File: src/rpn_pkg.sv
// Shared types and constants for the RPN stack calculator.
// No dependencies; used by rpn_alu, rpn_stack_calculator_unit and both dv/ files.
package rpn_pkg;

    localparam int DATA_W          = 32;
    localparam int MODE_W          = 3;
    localparam int DEPTH_OUT_W     = 7;
    localparam int STACK_DEPTH_DEF = 64;

    localparam logic [MODE_W-1:0] MODE_PUSH = 3'd0;
    localparam logic [MODE_W-1:0] MODE_ADD  = 3'd1;
    localparam logic [MODE_W-1:0] MODE_SUB  = 3'd2;
    localparam logic [MODE_W-1:0] MODE_MUL  = 3'd3;
    localparam logic [MODE_W-1:0] MODE_DIV  = 3'd4;
    localparam logic [MODE_W-1:0] MODE_NEG  = 3'd5;
    localparam logic [MODE_W-1:0] MODE_READ = 3'd6;

    typedef enum logic [1:0] {
        ST_OK    = 2'd0,
        ST_UNDER = 2'd1,
        ST_FULL  = 2'd2,
        ST_DIVZ  = 2'd3
    } t_status;

    typedef enum logic [1:0] {
        ALU_ADD = 2'd0,
        ALU_SUB = 2'd1,
        ALU_MUL = 2'd2,
        ALU_DIV = 2'd3
    } t_alu_op;

    typedef struct packed {
        logic    start;
        t_alu_op op;
    } t_alu_ctrl;

endpackage

File: src/rpn_mem.sv
// Operand stack storage below the two cached top entries.
// One write port, one registered read port. Depends on nothing.
module rpn_mem #(
    parameter int DEPTH = 64,
    parameter int AW    = 6,
    parameter int DW    = 32
) (
    input  logic          i_clk,
    input  logic          i_we,
    input  logic [AW-1:0] i_waddr,
    input  logic [DW-1:0] i_wdata,
    input  logic          i_re,
    input  logic [AW-1:0] i_raddr,
    output logic [DW-1:0] o_rdata
);

    logic [DW-1:0] r_mem [DEPTH];
    logic [DW-1:0] r_rdata;

    always_ff @(posedge i_clk) begin
        if (i_we) begin
            r_mem[i_waddr] <= i_wdata;
        end
        if (i_re) begin
            r_rdata <= r_mem[i_raddr];
        end
    end

    assign o_rdata = r_rdata;

endmodule

File: src/rpn_alu.sv
// Bit-serial arithmetic unit: serial add/subtract, shift-add multiply,
// restoring divide (one quotient bit per cycle). Depends on rpn_pkg.
module rpn_alu
    import rpn_pkg::*;
(
    input  logic              i_clk,
    input  logic              i_rst_n,
    input  t_alu_ctrl         i_ctrl,
    input  logic [DATA_W-1:0] i_a,
    input  logic [DATA_W-1:0] i_b,
    output logic              o_done,
    output logic [DATA_W-1:0] o_result
);

    localparam int CW = $clog2(DATA_W + 1);

    logic              r_busy;
    logic              r_fix;
    logic              r_done;
    logic [CW-1:0]     r_cnt;
    t_alu_op           r_op;
    logic [DATA_W-1:0] r_a;
    logic [DATA_W-1:0] r_b;
    logic [DATA_W-1:0] r_acc;
    logic [DATA_W:0]   r_rem;
    logic              r_carry;
    logic              r_neg;

    logic              bit_b;
    logic              sum_bit;
    logic              carry_n;
    logic [DATA_W:0]   rem_sh;
    logic [DATA_W:0]   rem_diff;
    logic              rem_ge;
    logic [DATA_W-1:0] mul_sum;

    always_comb begin
        bit_b    = r_b[0] ^ (r_op == ALU_SUB);
        sum_bit  = r_a[0] ^ bit_b ^ r_carry;
        carry_n  = (r_a[0] & bit_b) | (r_a[0] & r_carry) | (bit_b & r_carry);
        rem_sh   = {r_rem[DATA_W-1:0], r_a[DATA_W-1]};
        rem_diff = rem_sh - {1'b0, r_b};
        rem_ge   = ~rem_diff[DATA_W];
        mul_sum  = r_acc + r_a;
    end

    always_ff @(posedge i_clk) begin
        if (!i_rst_n) begin
            r_busy <= 1'b0;
            r_fix  <= 1'b0;
            r_done <= 1'b0;
        end else begin
            if (i_ctrl.start) begin
                r_done  <= 1'b0;
                r_busy  <= 1'b1;
                r_fix   <= 1'b0;
                r_cnt   <= '0;
                r_op    <= i_ctrl.op;
                r_acc   <= '0;
                r_rem   <= '0;
                r_carry <= (i_ctrl.op == ALU_SUB);
                r_neg   <= i_a[DATA_W-1] ^ i_b[DATA_W-1];
                if (i_ctrl.op == ALU_DIV) begin
                    // divide runs on magnitudes, sign applied afterwards
                    r_a <= i_a[DATA_W-1] ? (DATA_W'(0) - i_a) : i_a;
                    r_b <= i_b[DATA_W-1] ? (DATA_W'(0) - i_b) : i_b;
                end else begin
                    r_a <= i_a;
                    r_b <= i_b;
                end
            end else if (r_busy) begin
                if (r_cnt == CW'(DATA_W)) begin
                    r_busy <= 1'b0;
                    r_fix  <= (r_op == ALU_DIV) && r_neg;
                    r_done <= !((r_op == ALU_DIV) && r_neg);
                end else begin
                    r_done <= 1'b0;
                    r_cnt  <= r_cnt + CW'(1);
                    case (r_op)
                        ALU_ADD, ALU_SUB: begin
                            r_acc   <= {sum_bit, r_acc[DATA_W-1:1]};
                            r_carry <= carry_n;
                            r_a     <= r_a >> 1;
                            r_b     <= r_b >> 1;
                        end
                        ALU_MUL: begin
                            if (r_b[0]) begin
                                r_acc <= mul_sum;
                            end
                            r_a <= r_a << 1;
                            r_b <= r_b >> 1;
                        end
                        ALU_DIV: begin
                            r_acc <= {r_acc[DATA_W-2:0], rem_ge};
                            r_rem <= rem_ge ? rem_diff : rem_sh;
                            r_a   <= r_a << 1;
                        end
                        default: begin
                            r_acc <= r_acc;
                        end
                    endcase
                end
            end else if (r_fix) begin
                r_acc  <= DATA_W'(0) - r_acc;
                r_fix  <= 1'b0;
                r_done <= 1'b1;
            end else begin
                r_done <= 1'b0;
            end
        end
    end

    assign o_done   = r_done;
    assign o_result = r_acc;

    a_cnt_bound: assert property (@(posedge i_clk) disable iff (!i_rst_n)
        r_busy |-> r_cnt <= CW'(DATA_W))
        else $error("alu step count past word width");

    a_done_after_work: assert property (@(posedge i_clk) disable iff (!i_rst_n)
        r_done |-> ($past(r_busy) || $past(r_fix)))
        else $error("alu done without preceding work");

    a_no_restart: assert property (@(posedge i_clk) disable iff (!i_rst_n)
        i_ctrl.start |-> (!r_busy && !r_fix))
        else $error("alu started while busy");

endmodule

File: src/rpn_stack_calculator_unit.sv
// Channel  | valid       | ready       | payload
// input    | i_in_valid  | o_in_ready  | i_mode, i_value
// output   | o_out_valid | i_out_ready | o_top_value, o_status, o_depth
//
// Push, read top and every error step pass from S_IDLE through S_DONE to the output register.
// Add, subtract, multiply, negate and divide also pass through S_ALU: the
// bit-serial unit spends one cycle per bit of the 32-bit word plus wrap-up, and a negative quotient adds a sign fix.
// One item is in work at a time; the next is accepted while a result waits.
// Reset (synchronous, active low) empties the stack; entries need no clearing.
// A stalled output holds the finished result; the item in work waits for it.
//
// Top level; depends on rpn_pkg, rpn_mem and rpn_alu.
module rpn_stack_calculator_unit
    import rpn_pkg::*;
#(
    parameter int STACK_DEPTH = STACK_DEPTH_DEF
) (
    input  logic                   i_clk,
    input  logic                   i_rst_n,
    input  logic                   i_in_valid,
    output logic                   o_in_ready,
    input  logic [MODE_W-1:0]      i_mode,
    input  logic [DATA_W-1:0]      i_value,
    output logic                   o_out_valid,
    input  logic                   i_out_ready,
    output logic [DATA_W-1:0]      o_top_value,
    output logic [1:0]             o_status,
    output logic [DEPTH_OUT_W-1:0] o_depth
);

    localparam int AW = (STACK_DEPTH > 1) ? $clog2(STACK_DEPTH) : 1;
    localparam int DW = $clog2(STACK_DEPTH + 1);

    typedef enum logic [1:0] {
        S_IDLE,
        S_ALU,
        S_DONE
    } t_state;

    t_state                 r_state;
    logic [DW-1:0]          r_depth;
    logic [DATA_W-1:0]      r_tos;
    logic [DATA_W-1:0]      r_nos;
    logic                   r_pop;
    t_status                r_status;
    logic                   r_out_valid;
    logic [DATA_W-1:0]      r_out_top;
    t_status                r_out_status;
    logic [DEPTH_OUT_W-1:0] r_out_depth;

    logic              in_accept;
    logic              has1;
    logic              has2;
    logic              has3;
    logic              full;
    logic [DW-1:0]     depth_m2;
    logic [DW-1:0]     depth_m3;
    t_status           dec_status;
    logic              do_push;
    logic              do_alu;
    t_alu_ctrl         alu_ctrl;
    logic [DATA_W-1:0] alu_a;
    logic              alu_done;
    logic [DATA_W-1:0] alu_result;
    logic              mem_we;
    logic              mem_re;
    logic [DATA_W-1:0] mem_rdata;

    assign o_in_ready = (r_state == S_IDLE);
    assign in_accept  = i_in_valid & o_in_ready;

    assign has1     = (r_depth != '0);
    assign has2     = (r_depth >= DW'(2));
    assign has3     = (r_depth >= DW'(3));
    assign full     = (r_depth == DW'(STACK_DEPTH));
    assign depth_m2 = r_depth - DW'(2);
    assign depth_m3 = r_depth - DW'(3);

    always_comb begin
        dec_status  = ST_OK;
        do_push     = 1'b0;
        do_alu      = 1'b0;
        alu_ctrl.op = ALU_ADD;
        alu_a       = r_nos;
        case (i_mode)
            MODE_PUSH: begin
                if (full) begin
                    dec_status = ST_FULL;
                end else begin
                    do_push = 1'b1;
                end
            end
            MODE_ADD, MODE_SUB, MODE_MUL, MODE_DIV: begin
                if (!has2) begin
                    dec_status = ST_UNDER;
                end else if (i_mode == MODE_DIV && r_tos == '0) begin
                    dec_status = ST_DIVZ;
                end else begin
                    do_alu = 1'b1;
                end
                case (i_mode)
                    MODE_SUB: alu_ctrl.op = ALU_SUB;
                    MODE_MUL: alu_ctrl.op = ALU_MUL;
                    MODE_DIV: alu_ctrl.op = ALU_DIV;
                    default:  alu_ctrl.op = ALU_ADD;
                endcase
            end
            MODE_NEG: begin
                // negate runs as 0 - top
                alu_ctrl.op = ALU_SUB;
                alu_a       = '0;
                if (!has1) begin
                    dec_status = ST_UNDER;
                end else begin
                    do_alu = 1'b1;
                end
            end
            default: begin
                if (!has1) begin
                    dec_status = ST_UNDER;
                end
            end
        endcase
        alu_ctrl.start = in_accept & do_alu;
    end

    // spill the second entry on push; prefetch the third entry on a pop
    assign mem_we = in_accept & do_push & has2;
    assign mem_re = in_accept & do_alu & (i_mode != MODE_NEG) & has3;

    rpn_mem #(
        .DEPTH (STACK_DEPTH),
        .AW    (AW),
        .DW    (DATA_W)
    ) u_mem (
        .i_clk   (i_clk),
        .i_we    (mem_we),
        .i_waddr (depth_m2[AW-1:0]),
        .i_wdata (r_nos),
        .i_re    (mem_re),
        .i_raddr (depth_m3[AW-1:0]),
        .o_rdata (mem_rdata)
    );

    rpn_alu u_alu (
        .i_clk    (i_clk),
        .i_rst_n  (i_rst_n),
        .i_ctrl   (alu_ctrl),
        .i_a      (alu_a),
        .i_b      (r_tos),
        .o_done   (alu_done),
        .o_result (alu_result)
    );

    always_ff @(posedge i_clk) begin
        if (!i_rst_n) begin
            r_state     <= S_IDLE;
            r_depth     <= '0;
            r_out_valid <= 1'b0;
        end else begin
            if (r_out_valid && i_out_ready && r_state != S_DONE) begin
                r_out_valid <= 1'b0;
            end
            case (r_state)
                S_IDLE: begin
                    if (in_accept) begin
                        r_status <= dec_status;
                        r_pop    <= (i_mode != MODE_NEG);
                        if (do_push) begin
                            r_nos   <= r_tos;
                            r_tos   <= i_value;
                            r_depth <= r_depth + DW'(1);
                        end
                        r_state <= do_alu ? S_ALU : S_DONE;
                    end
                end
                S_ALU: begin
                    if (alu_done) begin
                        r_tos <= alu_result;
                        if (r_pop) begin
                            r_depth <= r_depth - DW'(1);
                            r_nos   <= mem_rdata;
                        end
                        r_state <= S_DONE;
                    end
                end
                S_DONE: begin
                    if (!r_out_valid || i_out_ready) begin
                        r_out_valid  <= 1'b1;
                        r_out_top    <= has1 ? r_tos : '0;
                        r_out_status <= r_status;
                        r_out_depth  <= DEPTH_OUT_W'(r_depth);
                        r_state      <= S_IDLE;
                    end
                end
                default: begin
                    r_state <= S_IDLE;
                end
            endcase
        end
    end

    assign o_out_valid = r_out_valid;
    assign o_top_value = r_out_top;
    assign o_status    = r_out_status;
    assign o_depth     = r_out_depth;

    a_depth_bound: assert property (@(posedge i_clk) disable iff (!i_rst_n)
        r_depth <= DW'(STACK_DEPTH))
        else $error("stack depth beyond capacity");

    a_accept_leaves_idle: assert property (@(posedge i_clk) disable iff (!i_rst_n)
        in_accept |=> r_state != S_IDLE)
        else $error("accepted item left no work");

    a_alu_done_in_alu: assert property (@(posedge i_clk) disable iff (!i_rst_n)
        alu_done |-> r_state == S_ALU)
        else $error("alu finished outside its state");

    a_push_no_overflow: assert property (@(posedge i_clk) disable iff (!i_rst_n)
        (in_accept && do_push) |=> r_depth == $past(r_depth) + DW'(1))
        else $error("push did not grow the stack");

endmodule

File: config.mk
export PLATFORM = sky130hd
export DESIGN_NAME = rpn_stack_calculator_unit
export DESIGN_NICKNAME = d
export VERILOG_FILES = /design/src/rpn_pkg.sv /design/src/rpn_mem.sv /design/src/rpn_alu.sv /design/src/rpn_stack_calculator_unit.sv
export SDC_FILE = /design/constraint.sdc
export NUM_CORES = 2
export LEC_CHECK = 0
export BUFFER_PORTS_ARGS = -buffer_cell sky130_fd_sc_hd__buf_2
export CAP_MARGIN = 20
export CORE_MARGIN = 8
export CORE_UTILIZATION = 68
export DETAILED_ROUTE_END_ITERATION = 8
export MAX_ROUTING_LAYER = met4
export PLACE_DENSITY = 0.83
export SLEW_MARGIN = 10
export SYNTH_ARGS = -nofsm -noshare
export SYNTH_HDL_FRONTEND = slang
export SYNTH_HIERARCHICAL = 1
export SYNTH_SLANG_ARGS = --single-unit
File: constraint.sdc
create_clock -name i_clk -period 12.39 [get_ports i_clk]
set_clock_uncertainty 0.15 [all_clocks]
set_input_delay 0.6195 -clock i_clk [delete_from_list [all_inputs] [get_ports i_clk]]
set_output_delay 0.6195 -clock i_clk [all_outputs]
set_load 0.05 [all_outputs]
==> flow_metrics.py <==
metrics = {
    "outcome": {
        "status": "completed",
    },
    "floorplanning": {
        "core_um2": 142000,
        "num_io_pins": 82,
        "rows": 138,
        "die_area_um2": 155000,
        "die_h_um": 394,
        "initial_core_util_pct": 68.5,
        "die_w_um": 394,
    },
    "global_routing": {
        "grt.met1_usage_pct": 44.4,
        "use_met2_pct": 57.6,
        "grt_max_degree": 152,
        "grt.met3_usage_pct": 9.68,
        "grt-ovfl-total": 0,
        "grtUsageTotal_pct": 37.2,
        "antenna_found_initial": 13,
        "grt_pass1_vias": 57100,
        "busiest_layer": "met2",
        "grt_pass1_wl_um": 405000,
    },
    "timing": {
        "rsz0062_at_grt": "no",
        "fin_crit_sh_pct": 48.0,
        "setup-tns-final_ns": 0,
        "finalSetupViolCount": 0,
        "finalHoldViolCount": 0,
        "fmax_mhz": 168,
        "drv_slew": 0,
        "setup_ws_ns": 6.44,
        "worst_pin_slew_ns": 1.09,
        "fin_crit_ns": 5.95,
        "maxSlewHeadroom_pct": 26.9,
    },
    "layout": {
        "final_util_pct": 75.9,
        "area_delta_synth_final_pct": 10.8,
        "drive_gt1_share_pct": 19.2,
        "nNetsFinal": 5738,
        "fill_cells": 7279,
        "final_area_um2": 108000,
    },
    "logic_synthesis": {
        "synth_area_um2": 97000,
        "yosys.area_share.simple_pct": 4.95,
        "synth_top_area_cell": "edfxtp_1",
        "synth_area_leaders": "edfxtp_1 (72%), mux4_2 (10%), mux2i_1 (2.5%)",
        "synth_fp_nets": 5539,
        "syn_avg_cell_area_um2": 17.9,
        "ys_types": 99,
        "synthFlopType": "edfxtp_1",
        "synth_xor_area_share_pct": 1.29,
        "seq_area_frac_synth_pct": 72.3,
        "synth_top_family_by_area": "multiplexers",
        "synth-compound-area-share_pct": 5.55,
        "synth_most_common_cell": "edfxtp_1",
        "synth_common_cells": "edfxtp_1 (2326), mux4_2 (446), nand2_1 (348)",
        "synth_async_sr_flop_share_pct": 0,
        "synth_edf_count": 2326,
        "synthAdderAreaFrac_pct": 1.09,
        "yosysWarnings": 6,
        "synthCells": 5418,
        "synth_top_area_share_pct": 72.0,
        "yosys-mux-area-fraction_pct": 12.9,
        "ys_seq_elements": 2339,
    },
    "place": {
        "port-buffer-count": 81,
        "dp_hpwl_um": 149000,
        "gp_congestion": 0.937,
        "place_ws_ns": 6.69,
        "placed_area_um2": 100000,
    },
    "clocking": {
        "insertion_delay_ns": 0.87,
        "post_cts_buffers": 0,
        "cts.sinks": 2339,
        "numCtsBuffers": 217,
        "cts_tree": "built",
        "root_buffer": "clkbuf_16",
        "h-tree-depth": 4,
        "cts_buffer_depth": 3,
        "clk_transition_reported_paths_ns": 0.07,
    },
    "routing": {
        "wirelength_um": 286000,
        "drcViolationCount": 0,
        "wl_per_cell_um": 37.1,
        "vias": 58100,
        "viasPerCell": 7.55,
        "ant_nets": 0,
        "first_pass_iters": 9,
        "initialDrtViolationCount": 9590,
    },
    "power": {
        "power_mw": 16.0,
        "ir_drop_mv": 0.166,
        "p_per_area_nw_per_um2": 149,
        "power_leakage_nw": 35.9,
    },
    "min_path": {
        "hp-start": "i_mode[2]",
        "holdPathEnd": "r_status[0]",
        "min-delay-path-class": "in2reg",
        "hold_depth": 3,
    },
    "critical_path": {
        "cp-start-kind": "flop",
        "worst_ep_required_time_ns": 12.84,
        "critical_path.endpoint_type": "flop",
        "arrival_ns": 6.40,
        "r2r_slack_ns": 6.44,
        "critical_path_class": "reg2reg",
        "reg2reg_depth": 10,
        "cp_max_fo": 59,
        "regToRegStartpoint": "r_depth[0]",
        "r2r-end": "u_mem/o_rdata[31]",
    },
    "run": {
        "max_cap_viol_count": 0,
    },
}
## stage by stage
| step | hold slack (ns) | cells |
|---|---|---|
| 6_report | 0.0721 | 7699 |
| 5_1_grt | 0.0820 | 7698 |
| 4_1_cts | 0.0103 | 7687 |
| 3_5_place_dp | 0.259 | 7253 |
| 3_3_place_gp | 0.253 | 7251 |
| 2_1_floorplan | 0.250 | 5418 |
## routing by layer
layer / part of all wire, % / up-vias
met4: 8.0 / 0
met3: 13 / 1354
met5: 0 / -
met2: 47 / 5915
met1: 31 / 28600
li1: - / 22300
## cell families (layout without fill, tap and decap cells)
kind of cell | Yosys count | in the layout
XOR/XNOR | 143 | 143
AO/OA/AOI/OAI | 792 | 792
flip-flops | 2339 | 2339
buffers and inverters | 363 | 743
AND/OR/NAND/NOR | 1007 | 1007
multiplexers | 692 | 692
adder cells (fa/ha/maj) | 82 | 82
other | 0 | 11
## cell type report
cell class	count	area (um2)	area share, %
clock buffer	270	5740	5.34
antenna	11	27.5	0.0256
clock inverter	130	1340	1.24
inverter	77	297	0.276
sequential	2339	70100	65.2
tap	1890	2360	2.20
multi-input combinational	2716	25700	23.9
timing repair buffer	266	1960	1.82
## critical path, cell delays in order, from the launching register on
cell and delay [ns]:
dfxtp_1 0.76, ha_1 0.35, xnor2_2 0.14, buf_4 0.47, buf_4 0.88, buf_4 0.85, nand2b_1 0.73, o22ai_1 0.18
a2111oi_0 0.52, nor3_1 0.23, o211a_1 0.30
## cells in the final DEF, fill, tap and decap left out, types with 75 or more instances in the layout
| cell | count |
|---|---|
| mux2i_1 | 243 |
| a21oi_1 | 162 |
| nor2_1 | 199 |
| nand2_1 | 348 |
| mux4_2 | 446 |
| clkbuf_16 | 221 |
| buf_2 | 81 |
| a22oi_1 | 130 |
| ha_1 | 77 |
| edfxtp_1 | 2326 |
| xnor2_1 | 85 |
| nand3_1 | 75 |
| buf_4 | 144 |
| o21ai_0 | 119 |
## registers in the layout, summed over array words and instances (netlist names), 6 cells and up
register and count:
u_mem/o_rdata 32, o_top_value 32, u_alu/r_rem 32, u_alu/r_b 32
r_tos 32, u_alu/o_result 32, u_alu/r_a 32, r_nos 32
o_depth 7, u_alu/r_cnt 6, u_mem/r_mem 2048, r_depth 7
## how the worst max path moves through the flow
| stage | from | end | slack [ns] | cells past startpoint |
|---|---|---|---|---|
| final | r_depth[0] | u_mem/o_rdata[31] | 6.44 | 10 |
| after global routing | r_depth[0] | u_mem/o_rdata[31] | 6.37 | 10 |
| after CTS | r_depth[0] | u_mem/o_rdata[30] | 6.67 | 9 |
| after detailed placement | r_depth[0] | u_mem/o_rdata[31] | 6.69 | 10 |
| after global placement | r_depth[0] | u_mem/o_rdata[14] | 6.89 | 7 |
| after floorplan | r_depth[1] | u_alu/o_result[0] | 7.17 | 11 |
## where the power goes
| group | internal (mW) | total (mW) | switching, mW |
|---|---|---|---|
| Combinational | 0.218 | 0.552 | 0.335 |
| Clock | 3.74 | 6.80 | 3.06 |
| Sequential | 8.61 | 8.63 | 0.0180 |
## timing repair
action                                 4_1_cts  5_1_grt
endpoints found under the hold margin       37        0
gates resized for setup                      0        0
hold buffers                                34        0
(Power assumes the default switching activity.)
